### src/sv/tp1fd_pkg.sv
// Shared types and constants for the TP1 frame decoder.
package tp1fd_pkg;

    // Control byte bit masks.
    localparam logic [7:0] CTRL_STANDARD = 8'h80;
    localparam logic [7:0] CTRL_RESERVED = 8'h40;
    localparam logic [7:0] CTRL_REPEAT   = 8'h20;

    // Low nibble of the length field or extension byte.
    localparam logic [7:0] NIBBLE_MASK   = 8'h0F;
    localparam logic [2:0] HOP_MASK      = 3'h7;
    localparam logic [7:0] XOR_SEED      = 8'hFF;

    // Header sizes in bytes, counted from the control byte.
    localparam logic [9:0] HDR_STANDARD  = 10'd6;
    localparam logic [9:0] HDR_EXTENDED  = 10'd7;
    localparam logic [9:0] MIN_FRAME     = 10'd7;
    localparam logic [9:0] MIN_EXT_FRAME = 10'd9;
    localparam logic [8:0] POS_MAX       = 9'd511;

    // Result kinds, carried in tuser.
    localparam logic KIND_PAYLOAD = 1'b0;
    localparam logic KIND_SUMMARY = 1'b1;

    // Summary status codes.
    localparam logic [1:0] STATUS_OK       = 2'd0;
    localparam logic [1:0] STATUS_FORMAT   = 2'd1;
    localparam logic [1:0] STATUS_CHECKSUM = 2'd2;

    // Header bytes captured during one frame.
    typedef struct packed {
        logic [7:0]  control_byte;
        logic [7:0]  extension_byte;
        logic [15:0] source_reg;
        logic [15:0] destination_reg;
        logic [7:0]  length_byte;
    } t_hdr;

    // Decoded end-of-frame summary.
    typedef struct packed {
        logic [1:0]  status;
        logic        standard_frame;
        logic        repeated;
        logic [1:0]  priority_res;
        logic [1:0]  service_flags;
        logic        group_destination;
        logic [2:0]  hop_count;
        logic [15:0] source_address;
        logic [15:0] destination_address;
        logic [8:0]  payload_length;
    } t_summary;

endpackage

### src/sv/tp1_frame_decoder_top.sv
// Top level of the TP1 frame decoder: byte stream in, payload and summary stream out.
//
//  Channel   Dir  Handshake               Payload
//  s_axis    in   tvalid / tready         tdata: rx_byte; tlast: frame_end
//  m_axis    out  tvalid / tready         tuser: kind; tdata: data_byte and summary fields
//
// Each byte is decoded in the cycle it transfers and its result, if any, is
// registered, so a byte can transfer in every cycle at one byte per clock while the sink takes the results.
// Results appear in the cycle after the byte that causes them.
// Synchronous active-low reset clears the frame state and the output valid.
// s_axis_tready is low only while a result is held and the sink stalls.
module tp1_frame_decoder_top
    import tp1fd_pkg::*;
#(
    parameter int MAX_PAYLOAD = 256
) (
    input  logic        i_clk,
    input  logic        i_rst_n,
    input  logic        s_axis_tvalid,
    output logic        s_axis_tready,
    input  logic [7:0]  s_axis_tdata,   // [7:0] rx_byte
    input  logic        s_axis_tlast,   // frame_end
    output logic        m_axis_tvalid,
    input  logic        m_axis_tready,
    output logic [63:0] m_axis_tdata,   // [7:0] data_byte, [9:8] status,
                                        // [10] standard_frame, [11] repeated,
                                        // [13:12] priority_res, [15:14] service_flags,
                                        // [16] group_destination, [19:17] hop_count,
                                        // [35:20] source_address,
                                        // [51:36] destination_address,
                                        // [60:52] payload_length, [63:61] zero
    output logic [0:0]  m_axis_tuser    // [0] kind
);

    logic [8:0]  r_pos,   n_pos;
    logic [7:0]  r_xor,   n_xor;
    t_hdr        r_hdr,   n_hdr;
    logic        r_out_valid, n_out_valid;
    logic [63:0] r_out_data,  n_out_data;
    logic        r_out_kind,  n_out_kind;

    logic        accept;
    logic        ext;
    logic [9:0]  hdr_len;
    logic [9:0]  offset;
    t_summary    sum;

    tp1fd_summary #(
        .MAX_PAYLOAD(MAX_PAYLOAD)
    ) u_summary (
        .i_hdr (r_hdr),
        .i_pos (r_pos),
        .i_xor (r_xor ^ s_axis_tdata),
        .o_sum (sum)
    );

    assign s_axis_tready = !r_out_valid || m_axis_tready;
    assign accept        = s_axis_tvalid && s_axis_tready;

    always_comb begin
        n_pos       = r_pos;
        n_xor       = r_xor;
        n_hdr       = r_hdr;
        n_out_valid = r_out_valid && !m_axis_tready;
        n_out_data  = r_out_data;
        n_out_kind  = r_out_kind;

        // The frame format comes from the control byte, which is the byte
        // itself when it is the first of the frame.
        if (r_pos == 9'd0) begin
            ext = (s_axis_tdata & CTRL_STANDARD) == 8'h00;
        end else begin
            ext = (r_hdr.control_byte & CTRL_STANDARD) == 8'h00;
        end
        hdr_len = ext ? HDR_EXTENDED : HDR_STANDARD;
        offset  = {1'b0, r_pos} - hdr_len;

        if (accept) begin
            n_xor = r_xor ^ s_axis_tdata;
            if (!s_axis_tlast) begin
                if (r_pos == 9'd0) begin
                    n_hdr.control_byte = s_axis_tdata;
                end else if (ext) begin
                    case (r_pos)
                        9'd1:       n_hdr.extension_byte = s_axis_tdata;
                        9'd2, 9'd3: n_hdr.source_reg = {r_hdr.source_reg[7:0], s_axis_tdata};
                        9'd4, 9'd5: n_hdr.destination_reg =
                                        {r_hdr.destination_reg[7:0], s_axis_tdata};
                        9'd6:       n_hdr.length_byte = s_axis_tdata;
                        default:    ;
                    endcase
                end else begin
                    case (r_pos)
                        9'd1, 9'd2: n_hdr.source_reg = {r_hdr.source_reg[7:0], s_axis_tdata};
                        9'd3, 9'd4: n_hdr.destination_reg =
                                        {r_hdr.destination_reg[7:0], s_axis_tdata};
                        9'd5:       n_hdr.length_byte = s_axis_tdata;
                        default:    ;
                    endcase
                end

                // Payload bytes beyond the configured maximum are dropped.
                if ({1'b0, r_pos} >= hdr_len && offset < 10'(MAX_PAYLOAD)) begin
                    n_out_valid = 1'b1;
                    n_out_kind  = KIND_PAYLOAD;
                    n_out_data  = {56'd0, s_axis_tdata};
                end

                if (r_pos < POS_MAX) begin
                    n_pos = r_pos + 9'd1;
                end
            end else begin
                n_out_valid = 1'b1;
                n_out_kind  = KIND_SUMMARY;
                n_out_data  = {3'b000, sum.payload_length, sum.destination_address,
                               sum.source_address, sum.hop_count, sum.group_destination,
                               sum.service_flags, sum.priority_res, sum.repeated,
                               sum.standard_frame, sum.status, 8'h00};
                n_pos = 9'd0;
                n_xor = XOR_SEED;
                n_hdr = '0;
            end
        end
    end

    always_ff @(posedge i_clk) begin
        if (!i_rst_n) begin
            r_pos       <= 9'd0;
            r_xor       <= XOR_SEED;
            r_hdr       <= '0;
            r_out_valid <= 1'b0;
        end else begin
            r_pos       <= n_pos;
            r_xor       <= n_xor;
            r_hdr       <= n_hdr;
            r_out_valid <= n_out_valid;
        end
    end

    always_ff @(posedge i_clk) begin
        r_out_data <= n_out_data;
        r_out_kind <= n_out_kind;
    end

    assign m_axis_tvalid   = r_out_valid;
    assign m_axis_tdata    = r_out_data;
    assign m_axis_tuser[0] = r_out_kind;

endmodule

### src/sv/tp1fd_summary.sv
// End-of-frame header decode and status checks.
module tp1fd_summary
    import tp1fd_pkg::*;
#(
    parameter int MAX_PAYLOAD = 256
) (
    input  t_hdr       i_hdr,
    input  logic [8:0] i_pos,      // position of the check byte
    input  logic [7:0] i_xor,      // running XOR including the check byte
    output t_summary   o_sum
);

    logic       stdf;
    logic [8:0] plen;
    logic [9:0] size;
    logic [9:0] expected;
    logic [7:0] grp_src;

    always_comb begin
        stdf    = (i_hdr.control_byte & CTRL_STANDARD) != 8'h00;
        size    = {1'b0, i_pos} + 10'd1;
        grp_src = stdf ? i_hdr.length_byte : i_hdr.extension_byte;
        if (stdf) begin
            plen = {1'b0, i_hdr.length_byte & NIBBLE_MASK} + 9'd1;
        end else begin
            plen = {1'b0, i_hdr.length_byte} + 9'd1;
        end
        expected = (stdf ? HDR_STANDARD : HDR_EXTENDED) + {1'b0, plen} + 10'd1;

        // Checks are prioritized; the first one that fails sets the status.
        if (size < MIN_FRAME) begin
            o_sum.status = STATUS_FORMAT;
        end else if (i_xor != 8'h00) begin
            o_sum.status = STATUS_CHECKSUM;
        end else if ((i_hdr.control_byte & CTRL_RESERVED) != 8'h00) begin
            o_sum.status = STATUS_FORMAT;
        end else if (!stdf && size < MIN_EXT_FRAME) begin
            o_sum.status = STATUS_FORMAT;
        end else if (!stdf && (i_hdr.extension_byte & NIBBLE_MASK) != 8'h00) begin
            o_sum.status = STATUS_FORMAT;
        end else if (size != expected) begin
            o_sum.status = STATUS_FORMAT;
        end else if ({1'b0, plen} > 10'(MAX_PAYLOAD)) begin
            o_sum.status = STATUS_FORMAT;
        end else begin
            o_sum.status = STATUS_OK;
        end

        o_sum.standard_frame      = stdf;
        o_sum.repeated            = (i_hdr.control_byte & CTRL_REPEAT) == 8'h00;
        o_sum.priority_res        = i_hdr.control_byte[3:2];
        o_sum.service_flags       = i_hdr.control_byte[1:0];
        o_sum.group_destination   = grp_src[7];
        o_sum.hop_count           = grp_src[6:4] & HOP_MASK;
        o_sum.source_address      = i_hdr.source_reg;
        o_sum.destination_address = i_hdr.destination_reg;
        o_sum.payload_length      = plen;
    end

endmodule
### config.mk
export PLATFORM = sky130hd
export DESIGN_NAME = tp1_frame_decoder_top
export DESIGN_NICKNAME = d
export VERILOG_FILES = /design/src/sv/tp1fd_pkg.sv /design/src/sv/tp1_frame_decoder_top.sv /design/src/sv/tp1fd_summary.sv
export SDC_FILE = /design/constraint.sdc
export NUM_CORES = 1
export LEC_CHECK = 0
export BUFFER_PORTS_ARGS = -buffer_cell sky130_fd_sc_hd__buf_2
export CORE_UTILIZATION = 58
export DETAILED_ROUTE_END_ITERATION = 12
export PLACE_DENSITY = 0.79
export RECOVER_POWER = 25
export SYNTH_ARGS = -nofsm -noshare
export SYNTH_HDL_FRONTEND = slang
export SYNTH_HIERARCHICAL = 1
export SYNTH_SLANG_ARGS = --single-unit
### constraint.sdc
create_clock -name i_clk -period 4.5 [get_ports i_clk]
set_input_delay 0.9 -clock i_clk [delete_from_list [all_inputs] [get_ports i_clk]]
set_output_delay 0.9 -clock i_clk [all_outputs]
set_load 0.005 [all_outputs]
* After elaboration in Yosys (flattened, before gate mapping) *
Index checks and enable logic that the tools add are counted.

operators by class
  add/subtract/negate cells = 7
  magnitude comparators = 6
  eq/ne operators = 11
  multiplexer cells = 33
  bitwise gates (word level) = 1
  reduce and logical (&&, ||, !) cells = 34

operators with widths
  cell                                                                            number
  61-bit two-way mux                                                              2
  16-bit two-way mux                                                              4
  56-bit two-way mux                                                              1
  8-bit two-way mux                                                               7
  48-bit two-way mux                                                              1
  40-bit two-way mux                                                              1
  9-bit by 3-bit equality test with 1-bit output (second input constant)          3
  9-bit two-way mux                                                               3
  8-bit logical NOT                                                               3
  9-bit by 2-bit equality test with 1-bit output (second input constant)          2
  4-bit AND reduction                                                             4
  8-bit nonzero test                                                              2
  2-bit two-way mux                                                               6
  10-bit by 1-bit adder with 10-bit output (second input constant)                1
  10-bit by 9-bit adder with 10-bit output                                        1
  9-bit by 1-bit adder with 10-bit output (second input constant)                 1
  10-bit by 3-bit less-than comparator with 1-bit output (second input constant)  1
  10-bit by 4-bit less-than comparator with 1-bit output (second input constant)  1
  10-bit by 9-bit less-than comparator with 1-bit output (second input constant)  1
  10-bit inequality test                                                          1
  2-bit nonzero test                                                              5
  9-bit by 3-bit subtractor with 10-bit output                                    1
  8-bit by 1-bit adder with 9-bit output (second input constant)                  1
  9-bit by 1-bit adder with 9-bit output (second input constant)                  1
  other kinds (16)                                                                38

word-level totals
  bits in registers = 136
  output and inout port bits = 67
  word-level logic and storage cells = 103

* Depth between registers and ports, before layout *
  depth in word-level cells = 12
  gate-level depth with buffers = 11
  gate-level depth less buffers = 11

* Hierarchy *
The synthesis kept the hierarchy.

by module, submodules not included
  module                 times used  cells an instance  area an instance (um^2)  sequential area each (um^2)
  tp1_frame_decoder_top  1           477                5,455.2                  3,343.2
  tp1fd_summary          1           156                1,151.1                  0.0

* Worst setup path after synthesis *
Ideal clock, no wire load.

  path type = reg2reg
  start point = reg r_pos[0]
  end point = reg r_out_data[0] (netlist: m_axis_tdata[0]), enable pin
  arrival = 3.347 ns
  data required time = 4.076 ns
  path slack = 0.729 ns
  stages on the path, launching flop included = 10
  clock period less this slack = 3.771 ns
  cell sequence = dfxtp_1 inv_1 ha_1 nand3_2 mux2i_4 ha_1 nor2_1 nor3_1 xnor2_1 o21a_1

on the way
  word-level cells in the longest chain between the ends = 8
  elaborated cells on any way between the ends = 9

RTL lines
  item                                                    line                          source
  start, declared                                         tp1_frame_decoder_top.sv:35   logic [8:0] r_pos, n_pos;
  start signal, assigned                                  tp1_frame_decoder_top.sv:133  r_pos <= n_pos;
  9-bit logical NOT                                       tp1_frame_decoder_top.sv:70   if (r_pos == 9'd0) begin
  1-bit two-way mux                                       tp1_frame_decoder_top.sv:70
  1-bit two-way mux                                       tp1_frame_decoder_top.sv:75   hdr_len = ext ? HDR_EXTENDED : HDR_STANDARD;
  9-bit by 3-bit subtractor with 10-bit output            tp1_frame_decoder_top.sv:76   offset = {1'b0, r_pos} - hdr_len;
  10-bit by 9-bit less-than comparator with 1-bit output  tp1_frame_decoder_top.sv:103  if ({1'b0, r_pos} >= hdr_len && offset < 10'(MAX_PAYLOAD)) begin
  1-bit logical AND (*)                                   tp1_frame_decoder_top.sv:103
  2-bit nonzero test (no line) (*)                        --
  2-bit AND reduction (no line) (*)                       --
  end signal, assigned                                    tp1_frame_decoder_top.sv:141  r_out_data <= n_out_data;
  end, declared                                           tp1_frame_decoder_top.sv:39   logic [63:0] r_out_data, n_out_data;

Mark *: on every way between the ends. The rest lies on a longest branch, timed or not.
A chain may end at the register's enable or synchronous reset.

* Worst setup path in the final report *
  start point = reg r_pos[0]
  end point = reg r_out_data[47] (netlist: m_axis_tdata[47]), enable pin

The elaborated chain is that of the path after synthesis.

==> results by stage <==
Critical path:
- The critical path starts at r_pos[0].
- The type of destination of the critical path is a flip-flop.
- STA puts the critical path data required time at 4.59 ns.
- The cell that appears most often on the critical path is ha_1.
- The startpoint type of the worst setup path is a flip-flop.
- Along the worst path, the maximum fanout reaches 30.
- Setup slack on the worst reg-to-reg path comes out at 0.88 ns.
- The worst setup path is of the reg -> reg kind.
- On the worst path, the slowest cell contributes a delay of 0.70 ns.
- Walking the worst path, the cells encountered are inv_1 -> ha_1 -> nand3_2 -> mux2i_4 -> ha_1 -> nor2_1 -> nor3_1 -> xnor2_1 -> o21a_2 -> buf_4.
- Together, buffers and inverters on the worst path number 2.
- The largest delay contributor family on the critical path is compound AO/OA/AOI/OAI gates.
- The data arrival time of the critical path is 3.72 ns.
- The cell type of the slowest stage on the worst timing path is o21a_2.
- The source of the worst register-to-register timing path is r_pos[0].

CTS:
- At the later pin of the worst-skew pair, clock insertion delay measures 0.41 ns.
- TritonCTS built the clock tree.
- The clock-pin slew on the worst setup and hold paths is 0.06 ns.
- The buffer cell driving the clock tree root is clkbuf_16.
- Buffers inserted to repair hold after CTS numbered 0.
- The total CTS buffers is 17.
- The level count of the clock H-tree is 4.
- Once the clock tree was built, the setup fixing pass inserted 0 buffers.
- The longest clock path from root to sink contains 2 buffers.
- The clock net in this run drives a total of 135 sinks.
- After clock tree synthesis, the repair step resized 0 gates.

Timing:
- Across the routed clock network, the largest skew measured is 0.00690 ns.
- The clock period minus final worst setup slack is 3.62 ns.
- Summed over all failing endpoints, the final setup total negative slack is 0 ns.
- The number of hold violations in the final report came to 0.
- Setup violations remaining at the end of the flow were counted as 0.
- Setup repair after global routing left no endpoint under its margin.
- The final hold slack is 0.456 ns.
- Static timing analysis puts the maximum clock frequency at 276 MHz.
- The portion of the clock cycle consumed by the worst path in the final layout is 0.805.
- The max-slew violation count came to 0.
- The worst-case headroom to the max-slew limit is 0.350.
- At the pin with the least slew margin, the transition time is 0.975 ns.

Power and ir drop:
- Of the total power, the share spent switching nets is 0.219.
- For this design the static power due to leakage is 2.89 nW.
- Of the total power, registers draw 0.460.
- Dividing total power by cell area gives a power density of 394 mW/mm^2.
- Of the total power, combinational logic draws 0.058.
- The cell-internal power is 2.26 mW.
- For this design the total switching power over the nets is 0.635 mW.
- The worst-case IR drop observed on VDD is 0.332 mV.
- The share of total power dissipated in the clock network is 0.481.

Worst hold path:
- The beginning of the worst hold path is r_hdr[32].
- The path category of the worst min-delay check is reg -> reg.

Cells and area:
- The final antenna diode count is 0.
- Relative to the synthesized area, the layout overhead comes to 11.9%.
- The fraction of layout instances using a drive strength above 1 is 0.195.
- The net count reported at finish is 698.

Logic synthesis:
- Synthesis handed over a netlist of 630 instances.
- The Yosys step of the flow raised 6 warnings.
- The post-synthesis instance area is 0.00658 sq mm.
- The average footprint of a synthesized cell is 10.4 sq um.

GRT:
- For this run the aggregate overflow at the end of global routing stands at 0.
- The initial antenna violation count is 0.
- The first-pass GRT wire length is 21600 um.
- The number of global-route vias before repair is 4409.
- Across every metal layer, demand over resource in global routing totals 0.240.
- Entering global routing, the biggest net connects 53 pins.

Routing:
- The via count of the routed design is 4647.
- The number of DRC violations after detailed-routing iteration 0 is 318.
- The number of routed nets with antenna violations is 0.
- After detailed routing, the number of vias per cell comes to 5.63.
- In the routed design, unresolved DRC markers number 0.
- The first detailed-routing pass took 5 iterations.
- After detailed routing, the average wire length per cell comes to 16.2 um.
- The final routed wirelength across all metal layers is 13400 um.

Placement:
- The count of port buffers added during placement is 76.
- The global placer's final weighted congestion is 0.897.
- The HPWL after detailed placement is 9000 um.

Floorplanning:
- From bottom edge to top edge, the die measures 108 um.
- The die area is 0.0118 sq mm.
- Row generation in the floorplan step produced 38 rows.
- 80 I/O pins were placed.
- The floorplan step set the die width to 108 um.
- The core region is 0.0109 sq mm.
- For this configuration, the core starts out at a cell density of 0.601.

Run status:
- The flow ran to the end, and the final reports show no timing, DRC or antenna violations.

Run:
- The max-capacitance violation count is 0.
layer usage:
layer  vias up  track usage  wire length [um]
li1       2244            -                 -
met1      2210        0.305              5750
met2       170        0.405              6730
met3        23       0.0464               712
met4         0       0.0907               227
met5         -            0                 0
registers in the layout, indices dropped and copies added (netlist names):
signal         flops
m_axis_tdata      61
m_axis_tuser       1
m_axis_tvalid      1
r_hdr             55
r_pos              9
r_xor              8
worst reg2reg max path, cell delays in order, from the launching register on:
cell and delay, ns:
dfxtp_1 0.57, inv_1 0.18, ha_1 0.28, nand3_2 0.14
mux2i_4 0.38, ha_1 0.21, nor2_1 0.05, nor3_1 0.20
xnor2_1 0.19, o21a_2 0.70, buf_4 0.40
power by group through the flow:
stage | Combinational, mW | Clock, mW | Sequential (mW)
global placement | 0.165 | 0 | 1.36
floorplan | 0.114 | 0 | 1.36
detailed placement | 0.168 | 0 | 1.36
CTS | 0.170 | 1.40 | 1.33
finish | 0.169 | 1.39 | 1.33
global route | 0.187 | 1.46 | 1.34
area by class of cell:
cell class / count / area (sq um)
Multi-Input combinational cell: 415 / 2750
Timing Repair Buffer: 84 / 433
Fill cell: 832 / 3580
Tap cell: 140 / 175
Inverter: 20 / 75.1
Clock inverter: 12 / 153
Clock buffer: 20 / 447
Sequential cell: 135 / 3320
cell usage in the layout, fill, tap and decap left out, drive strengths merged, types with 6 or more instances in the layout:
cell type  count
nor2          27
nand2         96
xnor2         19
and2          54
nand4          6
inv           21
or3            6
edfxtp        62
o22ai         25
clkbuf        24
ha            12
mux2i         28
buf           80
nor3           7
dfxtp         73
a21oi         13
nor2b         12
nand3         13
and3           7
xor2          27
a22oi          7
o21ai          7
metrics by stage:
stage                      util  instance area [sq um]  setup WS [ns]  std cells  total power [mW]
after detailed placement  0.621                   6790          0.896        794              1.53
after floorplan               -                   6580          0.729        632              1.48
after CTS                 0.676                   7390          0.892        826              2.91
final                     0.673                   7360          0.875        826              2.90
after global placement    0.621                   6790           1.10        794              1.52
after global routing      0.673                   7360          0.588        826              2.98
path summary, 6_finish.rpt:
check / to / cells after the start
setup / recovery: m_axis_tdata[47] / 10
hold / removal: r_hdr[32] / 2
setup reg to reg: m_axis_tdata[47] / 10
hold reg to reg: r_hdr[32] / 2
No activity file was read; power rests on OpenSTA's default activity.
